[config.mk]
export PLATFORM = sky130hd
export DESIGN_NAME = one_shot_timer_bank_core
export DESIGN_NICKNAME = d
export VERILOG_FILES = /design/src/sv/ostb_pkg.sv /design/src/sv/ostb_alu.sv /design/src/sv/one_shot_timer_bank_core.sv
export SDC_FILE = /design/constraint.sdc
export NUM_CORES = 1
export LEC_CHECK = 0
export ABC_AREA = 1
export BUFFER_PORTS_ARGS = -buffer_cell sky130_fd_sc_hd__buf_4
export CORE_ASPECT_RATIO = 0.6
export CORE_MARGIN = 2
export CORE_UTILIZATION = 35
export DETAILED_ROUTE_END_ITERATION = 8
export GPL_ROUTABILITY_DRIVEN = 0
export HOLD_SLACK_MARGIN = 0.15
export PLACE_DENSITY = 0.54
export SYNTH_ARGS = -nofsm -noshare
export SYNTH_HDL_FRONTEND = slang
export SYNTH_HIERARCHICAL = 1
export SYNTH_SLANG_ARGS = --single-unit
[constraint.sdc]
create_clock -name i_clk -period 8.74 [get_ports i_clk]
set_input_delay 0.874 -clock i_clk [delete_from_list [all_inputs] [get_ports i_clk]]
set_output_delay 0.874 -clock i_clk [all_outputs]
set_load 0.01 [all_outputs]
[src/sv/ostb_pkg.sv]
// ----------------------------------------------------------------------------
// One-shot timer bank package
// Operation codes, sequencer states and shared constants.
// ----------------------------------------------------------------------------
package ostb_pkg;

    localparam int NUM_TIMERS_DEF = 8;
    localparam int TIME_BITS_DEF  = 32;
    localparam int OP_W           = 2;
    localparam int TIMER_IDX_W    = 3;
    localparam int PERIOD_W       = 32;

    typedef enum logic [OP_W-1:0] {
        OP_TICK  = 2'd0,
        OP_START = 2'd1,
        OP_STOP  = 2'd2,
        OP_SET   = 2'd3
    } t_op;

    typedef enum logic [1:0] {
        S_IDLE,
        S_SCAN,
        S_FLUSH
    } t_state;

    typedef enum logic {
        ALU_ADD,
        ALU_SUB
    } t_alu_op;

endpackage

[src/sv/ostb_alu.sv]
// ----------------------------------------------------------------------------
// One-shot timer bank shared adder
// Time-wide add/subtract used for the tick increment, the expiry
// computation on start and the wrap-safe expiry test during the scan.
// ----------------------------------------------------------------------------
module ostb_alu #(
    parameter int TIME_BITS = 32
) (
    input  ostb_pkg::t_alu_op     i_op,
    input  logic [TIME_BITS-1:0]  i_a,
    input  logic [TIME_BITS-1:0]  i_b,
    output logic [TIME_BITS-1:0]  o_res
);
    import ostb_pkg::*;

    always_comb begin
        case (i_op)
            ALU_ADD: o_res = i_a + i_b;
            ALU_SUB: o_res = i_a - i_b;
            default: o_res = i_a + i_b;
        endcase
    end

endmodule

[src/sv/one_shot_timer_bank_core.sv]
// ----------------------------------------------------------------------------
// One-shot timer bank core
// Bank of one-shot timers with its own tick counter and a sequential
// expiry scan that reports expired timers with notification enabled one beat at a time.
// ----------------------------------------------------------------------------
// Start, stop and set-period beats are taken while idle and leave the block
// idle, so it stays ready for the next beat. A tick beat advances the time
// counter, then the scan walks from the highest index down, timer by timer
// through the single shared adder, and a final step hands out the last
// report marked last. A report that finds the output register still
// occupied holds the scan until the downstream side takes it. Expired
// timers are detected with a signed difference, so the time counter may
// wrap freely as long as no period exceeds half its range.
module one_shot_timer_bank_core #(
    parameter int NUM_TIMERS = ostb_pkg::NUM_TIMERS_DEF,
    parameter int TIME_BITS  = ostb_pkg::TIME_BITS_DEF
) (
    input  logic                           i_clk,
    input  logic                           i_rst_n,
    input  logic                           i_in_valid,
    output logic                           o_in_ready,
    input  logic [ostb_pkg::OP_W-1:0]      i_operation,
    input  logic [ostb_pkg::TIMER_IDX_W-1:0] i_timer_index,
    input  logic [ostb_pkg::PERIOD_W-1:0]  i_period_ms,
    input  logic                           i_notify_enable,
    output logic                           o_out_valid,
    input  logic                           i_out_ready,
    output logic [ostb_pkg::TIMER_IDX_W-1:0] o_expired_index,
    output logic                           o_last
);
    import ostb_pkg::*;

    localparam int IDX_W = (NUM_TIMERS > 1) ? $clog2(NUM_TIMERS) : 1;

    t_state                 r_state, n_state;
    logic [TIME_BITS-1:0]   r_now, n_now;
    logic [PERIOD_W-1:0]    r_period [NUM_TIMERS];
    logic [PERIOD_W-1:0]    n_period [NUM_TIMERS];
    logic [TIME_BITS-1:0]   r_expiry [NUM_TIMERS];
    logic [TIME_BITS-1:0]   n_expiry [NUM_TIMERS];
    logic [NUM_TIMERS-1:0]  r_armed, n_armed;
    logic [NUM_TIMERS-1:0]  r_notify, n_notify;
    logic [IDX_W-1:0]       r_scan_idx, n_scan_idx;
    logic                   r_pend_valid, n_pend_valid;
    logic [IDX_W-1:0]       r_pend_idx, n_pend_idx;
    logic                   r_out_valid, n_out_valid;
    logic [TIMER_IDX_W-1:0] r_out_idx, n_out_idx;
    logic                   r_out_last, n_out_last;

    logic                   w_accept;
    logic [IDX_W-1:0]       w_sel;
    logic                   w_in_range;
    logic                   w_out_free;
    t_alu_op                w_alu_op;
    logic [TIME_BITS-1:0]   w_alu_b;
    logic [TIME_BITS-1:0]   w_alu_res;
    logic                   w_due;
    logic                   w_report;
    logic                   w_stall;
    logic                   w_scan_done;

    assign o_in_ready      = (r_state == S_IDLE);
    assign o_out_valid     = r_out_valid;
    assign o_expired_index = r_out_idx;
    assign o_last          = r_out_last;

    assign w_accept   = i_in_valid && (r_state == S_IDLE);
    assign w_sel      = IDX_W'(i_timer_index);
    assign w_in_range = ({29'd0, i_timer_index} < 32'(NUM_TIMERS));
    assign w_out_free = !r_out_valid || i_out_ready;

    // The scan compares now against the stored expiry; otherwise the adder
    // serves the tick increment or the start expiry.
    always_comb begin
        if (r_state == S_SCAN) begin
            w_alu_op = ALU_SUB;
            w_alu_b  = r_expiry[r_scan_idx];
        end else if (i_operation == OP_TICK) begin
            w_alu_op = ALU_ADD;
            w_alu_b  = TIME_BITS'(1);
        end else begin
            w_alu_op = ALU_ADD;
            w_alu_b  = TIME_BITS'(r_period[w_sel]);
        end
    end

    ostb_alu #(
        .TIME_BITS (TIME_BITS)
    ) u_alu (
        .i_op  (w_alu_op),
        .i_a   (r_now),
        .i_b   (w_alu_b),
        .o_res (w_alu_res)
    );

    assign w_due       = r_armed[r_scan_idx] && !w_alu_res[TIME_BITS-1];
    assign w_report    = w_due && r_notify[r_scan_idx];
    // A new report can only displace the held one if the output is free.
    assign w_stall     = w_report && r_pend_valid && !w_out_free;
    assign w_scan_done = (r_scan_idx == '0) && !w_stall;

    always_comb begin
        n_state = r_state;
        case (r_state)
            S_IDLE: begin
                if (w_accept && (i_operation == OP_TICK)) begin
                    n_state = S_SCAN;
                end
            end
            S_SCAN: begin
                if (w_scan_done) begin
                    n_state = S_FLUSH;
                end
            end
            S_FLUSH: begin
                if (!r_pend_valid || w_out_free) begin
                    n_state = S_IDLE;
                end
            end
            default: n_state = S_IDLE;
        endcase
    end

    always_comb begin
        n_now        = r_now;
        n_period     = r_period;
        n_expiry     = r_expiry;
        n_armed      = r_armed;
        n_notify     = r_notify;
        n_scan_idx   = r_scan_idx;
        n_pend_valid = r_pend_valid;
        n_pend_idx   = r_pend_idx;
        n_out_valid  = r_out_valid && !i_out_ready;
        n_out_idx    = r_out_idx;
        n_out_last   = r_out_last;

        case (r_state)
            S_IDLE: begin
                if (w_accept) begin
                    case (i_operation)
                        OP_TICK: begin
                            n_now        = w_alu_res;
                            n_scan_idx   = IDX_W'(NUM_TIMERS - 1);
                            n_pend_valid = 1'b0;
                        end
                        OP_START: begin
                            if (w_in_range && (r_period[w_sel] != '0)) begin
                                n_armed[w_sel]  = 1'b1;
                                n_expiry[w_sel] = w_alu_res;
                            end
                        end
                        OP_STOP: begin
                            if (w_in_range) begin
                                n_armed[w_sel] = 1'b0;
                            end
                        end
                        OP_SET: begin
                            if (w_in_range && (i_period_ms != '0)) begin
                                n_period[w_sel] = i_period_ms;
                                n_notify[w_sel] = i_notify_enable;
                            end
                        end
                        default: begin
                        end
                    endcase
                end
            end
            S_SCAN: begin
                if (!w_stall) begin
                    if (w_due) begin
                        n_armed[r_scan_idx] = 1'b0;
                    end
                    // The newest report is held back until it is known
                    // whether another one follows it.
                    if (w_report) begin
                        if (r_pend_valid) begin
                            n_out_valid = 1'b1;
                            n_out_idx   = TIMER_IDX_W'(r_pend_idx);
                            n_out_last  = 1'b0;
                        end
                        n_pend_valid = 1'b1;
                        n_pend_idx   = r_scan_idx;
                    end
                    if (r_scan_idx != '0) begin
                        n_scan_idx = r_scan_idx - IDX_W'(1);
                    end
                end
            end
            S_FLUSH: begin
                if (r_pend_valid && w_out_free) begin
                    n_out_valid  = 1'b1;
                    n_out_idx    = TIMER_IDX_W'(r_pend_idx);
                    n_out_last   = 1'b1;
                    n_pend_valid = 1'b0;
                end
            end
            default: begin
            end
        endcase
    end

    always_ff @(posedge i_clk) begin
        if (!i_rst_n) begin
            r_state      <= S_IDLE;
            r_now        <= '0;
            r_armed      <= '0;
            r_notify     <= '0;
            r_pend_valid <= 1'b0;
            r_out_valid  <= 1'b0;
            for (int i = 0; i < NUM_TIMERS; i++) begin
                r_period[i] <= '0;
            end
        end else begin
            r_state      <= n_state;
            r_now        <= n_now;
            r_armed      <= n_armed;
            r_notify     <= n_notify;
            r_pend_valid <= n_pend_valid;
            r_out_valid  <= n_out_valid;
            r_period     <= n_period;
        end
    end

    always_ff @(posedge i_clk) begin
        r_expiry   <= n_expiry;
        r_scan_idx <= n_scan_idx;
        r_pend_idx <= n_pend_idx;
        r_out_idx  <= n_out_idx;
        r_out_last <= n_out_last;
    end

endmodule

Word-level counts from Yosys, hierarchy flattened
Cells that the tools add are included.
{"block": "totals", "register_bits": 574, "latch_bits": 0, "mem_bits_rw": 0, "mem_bits_ro": 0, "inputBits": 42, "output_inout_bits": 6, "elab_cells": 160, "n_memories": 0}
{"block": "op_classes", "add_sub_neg": 3, "mul": 0, "div": 0, "n_lt_le_gt_ge": 7, "eq_ne": 18, "shift": 0, "mux": 59, "bitwise_logic": 9, "n_reduce_logical": 38}
{"operator": "256-bit bitwise mux", "count": 2}
{"operator": "32-bit 2-to-1 mux", "count": 7}
{"operator": "32-bit binary-select mux with 3-bit select", "count": 2}
{"operator": "32-bit demux with 3-bit select", "count": 1}
{"operator": "32-bit one-hot mux with 2 select lines", "count": 1}
{"operator": "32-bit nonzero test", "count": 2}
{"operator": "32-bit adder", "count": 1}
{"operator": "8-bit 2-to-1 mux", "count": 4}
{"operator": "8-bit one-hot mux with 2 select lines", "count": 2}
{"operator": "32-bit subtractor", "count": 1}
{"operator": "3-bit 2-to-1 mux", "count": 8}
{"operator": "1-bit 2-to-1 mux", "count": 18}
{"operator": "8-bit AND", "count": 2}
{"operator": "8-bit NOT", "count": 2}
{"operator": "2-bit inequality test (second input constant)", "count": 7}
{"operator": "1-bit logical AND", "count": 12}
{"operator": "3-bit one-hot mux with 2 select lines", "count": 2}
{"operator": "6-bit AND reduction", "count": 2}
{"operator": "5-bit AND reduction", "count": 2}
{"operator": "3-bit AND reduction", "count": 3}
{"operator": "8-bit bitwise mux", "count": 1}
{"operator": "4-bit greater-or-equal comparator (second input constant)", "count": 2}
{"operator": "3-bit by 4-bit < comparator with 1-bit output (second input constant)", "count": 2}
{"operator": "2-bit by 1-bit inequality test with 1-bit output (second input constant)", "count": 4}
{"operator": "other kinds (23)", "count": 44}

Logic depth before layout (Yosys ltp)
{"block": "depth", "ltp_word": 17, "mapped_depth": 44}

Modules after synthesis
The synthesis kept the hierarchy.
{"mod": "one_shot_timer_bank_core", "instances": 1, "cells_each": 2725, "area_each_um2": 24083.1, "seq_area_each_um2": 14153.6}
{"mod": "ostb_alu", "instances": 1, "cells_each": 701, "area_each_um2": 3359.5, "seq_area_each_um2": 0.0}

Worst setup path after synthesis
Ideal clock, no wire load.
{"block": "synth_timing", "path_kind": "flip-flop to flip-flop", "from": "register r_scan_idx[0]", "to": "register r_scan_idx[0], enable pin", "setup_time_ps": 354, "t_arrival_ps": 4479, "setup_slack_ps": 3907, "stages_incl_launch_ff": 34, "path_buffers": 2, "path_cell_list": "edfxtp_1 > buf_2 > nand3_1 > inv_1 > clkbuf_1 > a22o_1 > a221oi_1 > nand4_1 > nor2_1 > a21oi_1 > inv_1 > ha_1 > nand3_1 > nor2_2 > nand3_1 > xor2_1 > nand2_1 > o21ai_1 > ha_1 > nand2_1 > inv_1 > nand2_1 > inv_1 > nand2_1 > inv_1 > a21oi_1 > nand3_1 > nand2_1 > inv_1 > nand2_1 > nor2_1 > nand3_2 > nand2_2 > a211oi_1"}
{"block": "synth_via", "elab_chain_cells": 14}
{"item": "from (decl)", "line_no": "one_shot_timer_bank_core.sv:43", "source": "logic [IDX_W-1:0] r_scan_idx, n_scan_idx;"}
{"item": "from (signal assigned)", "line_no": "one_shot_timer_bank_core.sv:226", "source": "r_scan_idx <= n_scan_idx;"}
{"item": "3-bit NOT with 4-bit output (implied by the code) *", "line_no": "one_shot_timer_bank_core.sv:77", "source": "w_alu_b = r_expiry[r_scan_idx];"}
{"item": "32-bit binary-select mux with 3-bit select *", "line_no": "one_shot_timer_bank_core.sv:77"}
{"item": "32-bit 2-to-1 mux (implied by the code) * (2 in a row)", "line_no": "one_shot_timer_bank_core.sv:77"}
{"item": "32-bit 2-to-1 mux *", "line_no": "one_shot_timer_bank_core.sv:75", "source": "if (r_state == S_SCAN) begin"}
{"item": "net w_alu_b[0]", "line_no": "one_shot_timer_bank_core.sv:55", "source": "logic [TIME_BITS-1:0] w_alu_b;"}
{"item": "32-bit subtractor or 32-bit adder (tied branches)"}
{"item": "32-bit one-hot mux with 2 select lines *", "line_no": "ostb_alu.sv:17", "source": "case (i_op)"}
{"item": "net w_alu_res[31]", "line_no": "one_shot_timer_bank_core.sv:56", "source": "logic [TIME_BITS-1:0] w_alu_res;"}
{"item": "1-bit logical NOT *", "line_no": "one_shot_timer_bank_core.sv:96", "source": "assign w_due = r_armed[r_scan_idx] && !w_alu_res[TIME_BITS-1];"}
{"item": "1-bit logical AND *", "line_no": "one_shot_timer_bank_core.sv:96"}
{"item": "1-bit logical AND *", "line_no": "one_shot_timer_bank_core.sv:97", "source": "assign w_report = w_due && r_notify[r_scan_idx];"}
{"item": "1-bit logical AND * (2 in a row)", "line_no": "one_shot_timer_bank_core.sv:99", "source": "assign w_stall = w_report && r_pend_valid && !w_out_free;"}
{"item": "2-bit inequality test (no source line) *"}
{"item": "5-bit AND reduction (no source line) *"}
The timed path passes the listed nets; every way through them passes the cells marked *. The select of a mux whose other input is x is not followed.
A chain may end at the register's enable or synchronous reset.

Worst setup path in the final report
{"block": "layout_timing", "from": "register r_scan_idx[1]", "to": "register r_scan_idx[2], enable pin"}
The elaborated chain is that of the path after synthesis.

==> run_results.csv <==
group,metric,value,unit
status,run_status,"finished, final reports clean",
drt,ant_nets,0,
global_routing,grt_first_pass_wirelength,137,mm
finish,finalNetCount,3460,
global_routing,grt_util_all_layers,22.2,%
clock_tree,ctsResizeCount,0,
worst_setup_path,rr_worst_depth,32,
timing,fmax,0.142,GHz
place,io_buffers,47,
logic_synthesis,synth_edf_count,266,
place,dp_slack,1.78,ns
timing,rsz0062_at_grt,"no",
worst_setup_path,worstSetupEndpointType,"register",
logic_synthesis,synth_area_per_cell,8.01,µm²
drt,drt_pass1_iterations,6,
drt,wl_per_cell,20.4,µm
power_and_ir_drop,power.leakage,12.1,nW
clock_tree,cts_inserted_buffers,53,
finish,finalNonFillerCells,4474,
timing,setup_viol,0,
worst_setup_path,r2r_end,"r_scan_idx[2]$_SDFFCE_PN1P_",
worst_setup_path,cpMostUsedCell,"nand2_1",
clock_tree,cts_tree,"built",
power_and_ir_drop,p_per_area,299,mW/mm²
drt,route.detailed.drc,0,
worst_setup_path,cp_slowest_cell,"edfxtp_1",
logic_synthesis,ys_ff_latch,574,
run,drv_cap,0,
logic_synthesis,synthCells,3426,
logic_synthesis,synth.distinct_cells,45,
power_and_ir_drop,peakVddDrop,159,µV
worst_setup_path,crit_arrival,7.28,ns
die,initial_utilization,35.4,%
clock_tree,htreeDepth,2,
logic_synthesis,synth_warnings,6,
die,io_pins,48,
worst_setup_path,r2r-start,"r_scan_idx[1]$_SDFFCE_PN1P_",
die,num_rows,79,
clock_tree,clk_path_buf_depth,3,
clock_tree,cts_hold_buf,0,
global_routing,grt_max_degree,119,
worst_setup_path,crit_type,"register to register",
logic_synthesis,synth_area,0.0274,mm²
worst_setup_path,crit_required,8.98,ns
global_routing,grt.overflow.total,0,
clock_tree,cts_sinks,574,
clock_tree,clkTransAtPathRegs,0.07,ns
finish,layout-drive-gt1-share,7.04,%
timing,setup_slack,1.70,ns
worst_setup_path,cp_max_fo,13,
drt,vias_per_cell,5.18,
die,die_y,221,µm
drt,vias,23200,
drt,drt_iter0_drc,2676,
drt,wl,91.3,mm
finish,mostFrequentLayoutCells,"nand2_1, inv_1, dfxtp_1, a21oi_1, o21ai_0",
timing,finalSetupTns,0,ns
clock_tree,post-cts-setup-buffer-count,0,
worst_setup_path,critical_path.startpoint_type,"register",
place,dp_hpwl,59.4,mm
worst_setup_path,cp-endpoint,"r_scan_idx[2]$_SDFFCE_PN1P_",
clock_tree,clk_latency,0.62,ns
power_and_ir_drop,finalPower,9.09,mW
worst_setup_path,startpoint,"r_scan_idx[1]$_SDFFCE_PN1P_",
place,dp.cells,4377,
finish,antenna_cells,0,
timing,finalCritPeriodShare,80.5,%
worst_setup_path,cpPeakStageDelay,0.63,ns
global_routing,grt_pass1_vias,20700,
timing,fin_crit,7.04,ns
worst_setup_path,regToRegSetupSlack,1.70,ns
timing,final-hold-violation-count,0,
logic_synthesis,synthArstFlopShare,0,%
timing,slew_headroom,22.6,%
global_routing,antenna_found_initial,2,
finish,area_delta_synth_final,10.9,%
die,die-area,0.0807,mm²
die,coreArea,0.0776,mm²
logic_synthesis,syn_nets,3507,
clock_tree,cts-root-buf,"clkbuf_16",
timing,slew_viol_final,0,
logic_synthesis,synthFlopType,"dfxtp_1",
hold_path,hold_class,"register to register",
logic_synthesis,seq_area_frac_synth,51.6,%
timing,clock_skew,0.0301,ns
die,die_x,365,µm
finish,final_common_cell,"nand2_1",
timing,tightestPinTransition,1.16,ns
[through the flow]
step | hold WS (ns) | util (%) | cell area (µm²)
after floorplan | 0.400 | - | 27400
after global placement | 0.427 | 37.0 | 28700
after detailed placement | 0.425 | 37.0 | 28700
after CTS | 0.441 | 39.2 | 30400
after global routing | 0.442 | 39.2 | 30400
final | 0.435 | 39.2 | 30400
[critical path: cells and delay by family, from the launching register on]
family	cells	cell delay [ns]
buffers and inverters	6	1.41
DFF	1	0.63
adders and majority gates	2	0.62
AOI/OAI and AO/OA	6	1.25
and+or+nand+nor	18	2.78
[cells by family (layout without fill, tap and decap cells)]
family,count (synthesis),in the layout,share of synthesized area (%)
flops,574,574,51.6
buf+inv,580,575,8.57
xor+xnor,41,41,1.31
fa+ha+maj,39,39,1.81
simple gates,1475,1475,22.2
compound gates,717,717,14.6
[synth_stat cells, types with 9 or more instances]
cell type  number  share of area, %
inv_1         365               5.0
nand2_1       948                13
edfxtp_1      266                29
buf_1          25              0.34
nand3_1       220               4.0
ha_1           38               1.7
nand2_2        16              0.36
buf_4          14              0.38
dfxtp_1       308                22
buf_2          62               1.1
nand4_1        35              0.80
nor4_1          9              0.21
o21ai_1        10              0.18
xor2_1         35               1.1
a22oi_1        30              0.82
clkbuf_1       92               1.3
nor2_1        214               2.9
a221oi_1       33               1.1
a22o_1         40               1.3
a21oi_1       294               5.4
inv_2          10              0.14
o21ai_0       288               5.3
[routing by layer]
layer,up-vias,track usage (%),share of wire (%)
li1,11200,-,-
met1,10900,37.4,51
met2,1003,27.0,36
met3,85,6.78,12
met4,2,3.19,1.1
met5,-,0,0.014
[how the worst min path moves through the flow]
stage | startpoint | to | slack (ns) | depth (start not counted)
finish | r_pend_idx[0]$_DFFE_PP_ | o_expired_index[0]$_DFFE_PP_ | 0.44 | 0
global route | r_pend_idx[0]$_DFFE_PP_ | o_expired_index[0]$_DFFE_PP_ | 0.44 | 0
CTS | r_pend_idx[0]$_DFFE_PP_ | o_expired_index[0]$_DFFE_PP_ | 0.44 | 0
detailed placement | r_pend_idx[0]$_DFFE_PP_ | o_expired_index[0]$_DFFE_PP_ | 0.43 | 0
global placement | r_pend_idx[1]$_DFFE_PP_ | o_expired_index[1]$_DFFE_PP_ | 0.43 | 0
floorplan | r_pend_idx[0]$_DFFE_PP_ | o_expired_index[0]$_DFFE_PP_ | 0.40 | 0
[where the power goes]
part           switching (mW)  total, mW  internal (mW)
clock network            1.09       2.42           1.33
registers              0.0571       3.54           3.48
logic                    2.38       3.14          0.753
total                    3.53       9.09           5.56
[area by class of cell]
type	count	area [µm²]
Fill cell	7982	47100
Clock buffer	75	1550
Timing Repair Buffer	97	757
Sequential cell	574	14200
Multi-Input combinational cell	2272	11000
Tap cell	1053	1320
Inverter	381	1430
Clock inverter	22	203
[registers in the layout, indices dropped and copies added, names as in the netlist, named ones only]
signal / flops
r_state: 2
r_expiry: 256
r_period: 256
r_pend_valid: 1
o_expired_index: 3
r_scan_idx: 3
r_now: 32
r_pend_idx: 3
o_last: 1
r_notify: 8
o_out_valid: 1
(Power assumes the default switching activity.)
